[src/hdl/nlas_pkg.sv]
// Shared types and constants for the nested loop action sequencer.
// Used by nlas_div, the top level and the bench; depends on nothing.
`timescale 1ns / 1ps

package nlas_pkg;

    // Fixed field widths
    localparam int LEN_W      = 9;
    localparam int OP_W       = 32;
    localparam int TYPE_W     = 4;
    localparam int DLY_W      = 23;
    localparam int REP_W      = 16;
    localparam int SPEED_W    = 7;
    localparam int DIVD_W     = 36;
    localparam int DIVR_W     = 17;
    localparam int DIV_CNT_W  = 6;

    localparam logic [DLY_W-1:0]   DELAY_MAX = 23'd6553500;
    localparam logic [SPEED_W-1:0] SPEED_MIN = 7'd1;
    localparam logic [SPEED_W-1:0] SPEED_MAX = 7'd100;

    // Configuration register indexes
    localparam logic [1:0] CFG_REPEAT_LIMIT   = 2'd0;
    localparam logic [1:0] CFG_SPEED_TENTHS   = 2'd1;
    localparam logic [1:0] CFG_PROGRAM_LENGTH = 2'd2;

    // Request kinds
    localparam logic [2:0] KIND_LOAD   = 3'd0;
    localparam logic [2:0] KIND_START  = 3'd1;
    localparam logic [2:0] KIND_STEP   = 3'd2;
    localparam logic [2:0] KIND_PAUSE  = 3'd3;
    localparam logic [2:0] KIND_RESUME = 3'd4;
    localparam logic [2:0] KIND_STOP   = 3'd5;

    // Program entry types (6..15 are device actions)
    localparam logic [TYPE_W-1:0] ET_LOOP_START = 4'd0;
    localparam logic [TYPE_W-1:0] ET_LOOP_END   = 4'd1;
    localparam logic [TYPE_W-1:0] ET_DELAY      = 4'd2;
    localparam logic [TYPE_W-1:0] ET_RAND_DELAY = 4'd3;
    localparam logic [TYPE_W-1:0] ET_COMMENT    = 4'd4;
    localparam logic [TYPE_W-1:0] ET_SUBMACRO   = 4'd5;

    // Result status codes
    typedef enum logic [3:0] {
        RS_IGNORED    = 4'd0,
        RS_DEVICE     = 4'd1,
        RS_CONTROL    = 4'd2,
        RS_FINISHED   = 4'd3,
        RS_NO_END     = 4'd4,
        RS_TOO_DEEP   = 4'd5,
        RS_STRAY_END  = 4'd6,
        RS_EMPTY      = 4'd7,
        RS_STARTED    = 4'd8,
        RS_PAUSED     = 4'd9,
        RS_RESUMED    = 4'd10,
        RS_STOPPED    = 4'd11,
        RS_LOADED     = 4'd12
    } status_t;

    // Sequencer states
    typedef enum logic [3:0] {
        S_IDLE,
        S_RD,
        S_DEC,
        S_SCAN_RD,
        S_SCAN_EV,
        S_STK_EV,
        S_MOD,
        S_SCALE,
        S_OUT
    } state_t;

    typedef struct packed {
        logic [2:0]        kind;
        logic [7:0]        load_index;
        logic [TYPE_W-1:0] load_type;
        logic [OP_W-1:0]   load_operand;
        logic [15:0]       random_value;
    } cmd_t;

    typedef struct packed {
        logic [3:0]        status;
        logic [LEN_W-1:0]  action_index;
        logic [TYPE_W-1:0] action_type;
        logic [OP_W-1:0]   action_operand;
        logic [DLY_W-1:0]  next_delay_ms;
        logic [REP_W-1:0]  repeat_number;
        logic [LEN_W-1:0]  progress_index;
    } rsp_t;

    typedef struct packed {
        logic [TYPE_W-1:0] etype;
        logic [OP_W-1:0]   operand;
    } entry_t;

    typedef struct packed {
        logic [LEN_W-1:0] start;
        logic [OP_W-1:0]  target;
        logic [OP_W-1:0]  iter;
    } loop_rec_t;

    typedef struct packed {
        logic              start;
        logic [DIVD_W-1:0] dividend;
        logic [DIVR_W-1:0] divisor;
    } div_req_t;

    typedef struct packed {
        logic              done;
        logic [DIVD_W-1:0] quot;
        logic [DIVR_W-1:0] rem;
    } div_rsp_t;

    // v * 10 by shifts
    function automatic logic [DIVD_W-1:0] times_ten(input logic [OP_W-1:0] v);
        logic [DIVD_W-1:0] w;
        begin
            w = {4'b0, v};
            times_ten = (w << 3) + (w << 1);
        end
    endfunction

endpackage

[src/hdl/nlas_div.sv]
// Restoring divider, one quotient bit per cycle.
// Depends on nlas_pkg for widths and request/response structs.
`timescale 1ns / 1ps

module nlas_div (
    input  logic               clk,
    input  logic               rst_n,
    input  nlas_pkg::div_req_t req,
    output nlas_pkg::div_rsp_t rsp
);

    logic                              busy_reg;
    logic                              done_reg;
    logic [nlas_pkg::DIV_CNT_W-1:0]    cnt_reg;
    logic [nlas_pkg::DIVR_W-1:0]       rem_reg;
    logic [nlas_pkg::DIVD_W-1:0]       quot_reg;
    logic [nlas_pkg::DIVR_W-1:0]       div_reg;

    logic [nlas_pkg::DIVR_W:0]         rem_sh;
    logic [nlas_pkg::DIVR_W+1:0]       diff;
    logic                              take;

    // Trial subtract
    assign rem_sh = {rem_reg, quot_reg[nlas_pkg::DIVD_W-1]};
    assign diff   = {1'b0, rem_sh} - {2'b0, div_reg};
    assign take   = !diff[nlas_pkg::DIVR_W+1];

    // Control
    always_ff @(posedge clk or negedge rst_n)
    begin
        if (!rst_n)
        begin
            busy_reg <= 1'b0;
            done_reg <= 1'b0;
            cnt_reg  <= '0;
        end
        else
        begin
            done_reg <= busy_reg && (cnt_reg == nlas_pkg::DIV_CNT_W'(1)) && !req.start;
            if (req.start)
            begin
                busy_reg <= 1'b1;
                cnt_reg  <= nlas_pkg::DIV_CNT_W'(nlas_pkg::DIVD_W);
            end
            else if (busy_reg)
            begin
                cnt_reg <= cnt_reg - nlas_pkg::DIV_CNT_W'(1);
                if (cnt_reg == nlas_pkg::DIV_CNT_W'(1))
                begin
                    busy_reg <= 1'b0;
                end
            end
        end
    end

    // Datapath
    always_ff @(posedge clk)
    begin
        if (req.start)
        begin
            quot_reg <= req.dividend;
            rem_reg  <= '0;
            div_reg  <= req.divisor;
        end
        else if (busy_reg)
        begin
            rem_reg  <= take ? diff[nlas_pkg::DIVR_W-1:0] : rem_sh[nlas_pkg::DIVR_W-1:0];
            quot_reg <= {quot_reg[nlas_pkg::DIVD_W-2:0], take};
        end
    end

    assign rsp.done = done_reg;
    assign rsp.quot = quot_reg;
    assign rsp.rem  = rem_reg;

endmodule

[config.mk]
export PLATFORM = sky130hd
export DESIGN_NAME = nlas_div
export DESIGN_NICKNAME = d
export VERILOG_FILES = /design/src/hdl/nlas_pkg.sv /design/src/hdl/nlas_div.sv
export SDC_FILE = /design/constraint.sdc
export NUM_CORES = 1
export LEC_CHECK = 0
export BUFFER_PORTS_ARGS = -buffer_cell sky130_fd_sc_hd__buf_2
export CAP_MARGIN = 0
export CORE_MARGIN = 2
export CORE_UTILIZATION = 25
export CTS_CLUSTER_DIAMETER = 100
export DETAILED_ROUTE_END_ITERATION = 10
export PLACE_DENSITY_LB_ADDON = 0.2
export RECOVER_POWER = 50
export SETUP_SLACK_MARGIN = 0.15
export SLEW_MARGIN = 20
export SYNTH_ARGS = -nofsm -noshare
export SYNTH_HDL_FRONTEND = slang
export SYNTH_SLANG_ARGS = --single-unit
[constraint.sdc]
create_clock -name clk -period 2.9 [get_ports clk]
set_clock_uncertainty 0.05 [all_clocks]
set_input_delay 0.435 -clock clk [delete_from_list [all_inputs] [get_ports clk]]
set_output_delay 0.435 -clock clk [all_outputs]
set_load 0.05 [all_outputs]
; After elaboration in Yosys (flattened, before gate mapping)
; Cells that the tools add are included.
[totals]
reg_bits = 78
in_bits = 56
output_inout_bits = 54
word_cells = 22
[classes]
n_addsub = 2
n_eq_ne = 1
n_mux = 8
reduce_logical = 5
[ops]
columns = op, n
row1 = 36-bit two-way mux, 2
row2 = 18-bit by 17-bit subtractor with 19-bit output, 1
row3 = 17-bit two-way mux, 1
row4 = 6-bit two-way mux, 2
row5 = "6-bit by 1-bit == test with 1-bit output, second input constant", 1
row6 = "6-bit by 1-bit subtractor with 6-bit output, second input constant", 1
row7 = 1-bit two-way mux, 3
row8 = 1-bit logical AND, 2
row9 = 1-bit zero test, 2
row10 = 2-bit nonzero test, 1

; Depth between registers and ports, before layout
[depth]
depth_word = 4
ltp_mapped = 12
mapped_depth_nobuf = 10

; Worst setup path after synthesis
; Ideal clock, no wire load.
[synth_timing]
path_type = register to register
start = register quot_reg[35] (netlist name)
end = register rem_reg[10] (netlist name)
setup_time_ns = 0.137
arrival_ns = 2.786
required_ns = 2.713
setup_slack_ns = -0.074
path_stages_with_launch = 13
n_path_buf = 2
period_less_slack_ns = 2.974
path_cell_list = edfxtp_1 -> inv_1 -> ha_1 -> inv_1 -> fa_1 -> a21o_1 -> a221oi_2 -> or4_1 -> o211a_1 -> buf_6 -> buf_2 -> mux2i_1 -> a211oi_1
[synth_via]
elab_chain_len = 2
[synth_rtl]
columns = item, line
row1 = "start, declared", nlas_div.sv:16  ; logic [nlas_pkg::DIVD_W-1:0] quot_reg;
row2 = "start signal, assigned", nlas_div.sv:61  ; quot_reg <= req.dividend;
row3 = "start signal, assigned", nlas_div.sv:68  ; quot_reg <= {quot_reg[nlas_pkg::DIVD_W-2:0], take};
row4 = 18-bit by 17-bit subtractor with 19-bit output, nlas_div.sv:25  ; assign diff = {1'b0, rem_sh} - {2'b0, div_reg};
row5 = 17-bit two-way mux, nlas_div.sv:67  ; rem_reg <= take ? diff[nlas_pkg::DIVR_W-1:0] : rem_sh[nlas_pkg::DIVR_W-1:0];
row6 = "end signal, assigned", nlas_div.sv:67
row7 = "end, declared", nlas_div.sv:15  ; logic [nlas_pkg::DIVR_W-1:0] rem_reg;
; No other way between the ends.
; A chain may end at the register's enable or synchronous reset.

; Final worst setup path
[layout_timing]
start = register quot_reg[35] (netlist name)
end = register rem_reg[12] (netlist name)
; Same word-level chain as after synthesis.

==> run_results.csv <==
group,metric,value,unit
timing,finalHoldViolCount,0,
timing,fmax,366.8,MHz
grt,grt_antenna_before_repair,0,
final_layout,nFillCells,1630,
synthesis,ys.flop_type,"edfxtp_1",
grt,grt_pass1_wl,16.84,mm
critical_path,critPathMaxFanout,6,
run_status,violations,"max-capacitance violations, max-slew violations",
synthesis,synth_fa_ha_area_share,6.302,%
timing,drv_slew,111,
timing,period_share,94.00,%
synthesis,synthArstFlopShare,10.26,%
timing,slew_headroom,-21.79,%
floorplan,ioPinCount,110,
critical_path,arrival,2.90,ns
critical_path,critPathCaptureType,"register",
timing,setup_ws,0.1740,ns
synthesis,seq_area_frac_synth,52.13,%
synthesis,synth_nets,429,
synthesis,synthSimpleGateAreaFrac,10.25,%
synthesis,syn_area_per_cell,11.59,um^2
floorplan,start_util,25.66,%
grt,overflow,0,
pwr,power.total,4.897,mW
clock_tree,cts_max_level,3,
timing,setup_viol,0,
pwr,irDropWorstVdd,0.0003291,V
synthesis,synthMuxAreaShare,12.36,%
synthesis,synth_top_family_by_area,"multiplexers",
synthesis,yosys.area.top_type_share,38.91,%
synthesis,synth_top_area_cell,"edfxtp_1",
timing,worst_pin_slew,1.827,ns
drt,drc,0,
run_status,status,"finished with violations",
final_layout,layout-drive-gt1-share,36.97,%
timing,finalSetupTns,0,ns
final_layout,mostFrequentLayoutCell,"buf_2",
grt,grt_usage,12.19,%
floorplan,fp.dieW,131.9,um
clock_tree,cts_tree,"built",
placed_design,gp_congestion,0.7935,
drt,drtPass1Iterations,4,
drt,vias_per_cell,4.406,
final_layout,syn2layout_area_growth,29.21,%
clock_tree,insertion_delay,0.35,ns
clock_tree,numCtsBuffers,9,
final_layout,largest_reg_flops,36,
pwr,powerDensity,926.5,nW/um^2
clock_tree,root_buffer,"clkbuf_16",
critical_path,startpoint_type,"register",
synthesis,netlist_instances,353,
drt,drt_iter0_drc,133,
clock_tree,clock_sinks,78,
floorplan,dieArea,17400,um^2
synthesis,synth-seq-cells,78,
final_layout,final_cell_mix,"buf_2 (92), edfxtp_1 (53), mux2_2 (35)",
timing,rsz0062_at_grt,"yes",
drt,routed-via-count,3049,
synthesis,ys_warn_count,0,
synthesis,syn_area,4090,um^2
placed_design,portBuffers,109,
critical_path,worst_ep_required_time,3.07,ns
placed_design,pre_cts_ws,0.1338,ns
synthesis,synth_edf_count,53,
grt,grt_pass1_vias,3223,
final_layout,diodes,0,
timing,finalCriticalPeriod,2.726,ns
min_path,hp-class,"primary input to register",
grt,grt_max_degree,74,
critical_path,cp_slowest_cell,"edfxtp_1",
clock_tree,clk_path_buf_depth,2,
final_layout,utilization,33.15,%
job,max_cap_violations,2,
drt,finalWirelength,10.22,mm
drt,antenna_left,0,
pwr,p_leak,2.269,nW
floorplan,coreArea,15940,um^2
floorplan,die_h,131.9,um
placed_design,hpwl,7.234,mm
clock_tree,clk_pin_slew,0.06,ns
critical_path,crit_chain,"inv_1 > ha_2 > inv_2 > fa_2 > a21o_1 > a221oi_4 > buf_6 > nor3_1 > mux2i_1 > or3_1 > a211oi_1",
final_layout,finalNetCount,547,
synthesis,synthXorXnorAreaFrac,3.426,%
synthesis,synth_compound_area_share,11.23,%
synthesis,synth.area.top_cells,"edfxtp_1 (39%), mux2_2 (9.9%), dfxtp_1 (8.3%), ha_1 (5.8%), dfrtp_1 (4.9%)",
drt,routedWlPerCell,14.77,um
critical_path,worstSetupPathType,"register to register",
floorplan,num_rows,46,
critical_path,cpPeakStageDelay,0.41,ns
synthesis,synth_cell_types,54,
worst max-delay path: cells and delay by family, from the launching register on:
family | cells | cell delay (ns)
AO/OA/AOI/OAI | 3 | 0.77
adder cells (fa/ha/maj) | 2 | 0.54
buffers and inverters | 3 | 0.28
flip-flops | 1 | 0.41
multiplexers | 1 | 0.13
AND/OR/NAND/NOR | 2 | 0.43
Yosys cell counts (4+ instances only):
master	number
edfxtp_1	53
mux2_2	36
nor2_1	31
inv_1	22
a21oi_1	19
ha_1	19
nand2_1	18
dfxtp_1	17
clkbuf_1	12
a211oi_1	11
mux2i_1	10
xnor2_1	9
dfrtp_1	8
xor2_1	7
nor3_1	6
and3_1	5
or3_1	5
nand2b_1	4
nor4_1	4
o21ai_0	4
routing by layer:
metal  vias up  track usage, %  part of all wire (%)
met2        56           19.53                    47
li1       1540               -                     -
met4         0           5.797                   1.5
met5         -               0                     0
met1      1441           15.76                    47
met3        12           2.499                   4.4
metrics by stage:
stage	cells	hold WS [ns]	instance area, um^2
final	692	0.2146	5285
after detailed placement	674	0.2430	4965
after global placement	674	0.2427	4965
after global routing	692	0.2022	5285
after CTS	691	0.2008	5283
after floorplan	353	0.08941	4134
worst paths after layout:
path,start,to,slack (ns),cells past startpoint
max,quot_reg[35]$_DFFE_PP_,rem_reg[12]$_SDFFE_PP0P_,0.17,11
min,req[7],div_reg[7]$_DFFE_PP_,0.21,1
max reg2reg,quot_reg[35]$_DFFE_PP_,rem_reg[12]$_SDFFE_PP0P_,0.17,11
min reg2reg,rem_reg[10]$_SDFFE_PP0P_,rem_reg[10]$_SDFFE_PP0P_,0.46,2
max in group asynchronous,rst_n,cnt_reg[4]$_DFFE_PN0P_,1.98,2
min in group asynchronous,rst_n,done_reg$_DFF_PN0_,0.51,2
power breakdown:
group	total, mW	internal (mW)	switching, mW
Combinational	2.18	0.816	1.37
Sequential	1.56	1.40	0.158
Clock	1.16	0.673	0.486
Total	4.90	2.89	2.01
repair_timing:
action	4_1_cts	5_1_grt
buffers inserted	0	1
endpoints found under the setup margin	1	9
resized for setup	1	7
cloned	0	0
endpoints found under the hold margin	8	0
hold buffers	1	0
pin swaps	0	2
cell type report:
cell class	count	area [um^2]	share of cell area, %
well taps	216	270.3	5.114
multi-input cells	233	1839	34.80
inverters	24	90.09	1.705
flip-flops and latches	78	2137	40.44
clock inverters	6	71.32	1.349
clock buffers	10	229.0	4.332
repair buffers	125	648.1	12.26
cell families (layout without fill, tap and decap cells):
kind of cell	Yosys count	count (layout)
AOI/OAI and AO/OA	64	64
adders and majority gates	20	20
and+or+nand+nor	87	87
buffers and inverters	42	165
xor gates and xnor gates	16	16
DFF	78	78
muxes	46	46
No activity file was read; power rests on OpenSTA's default activity.
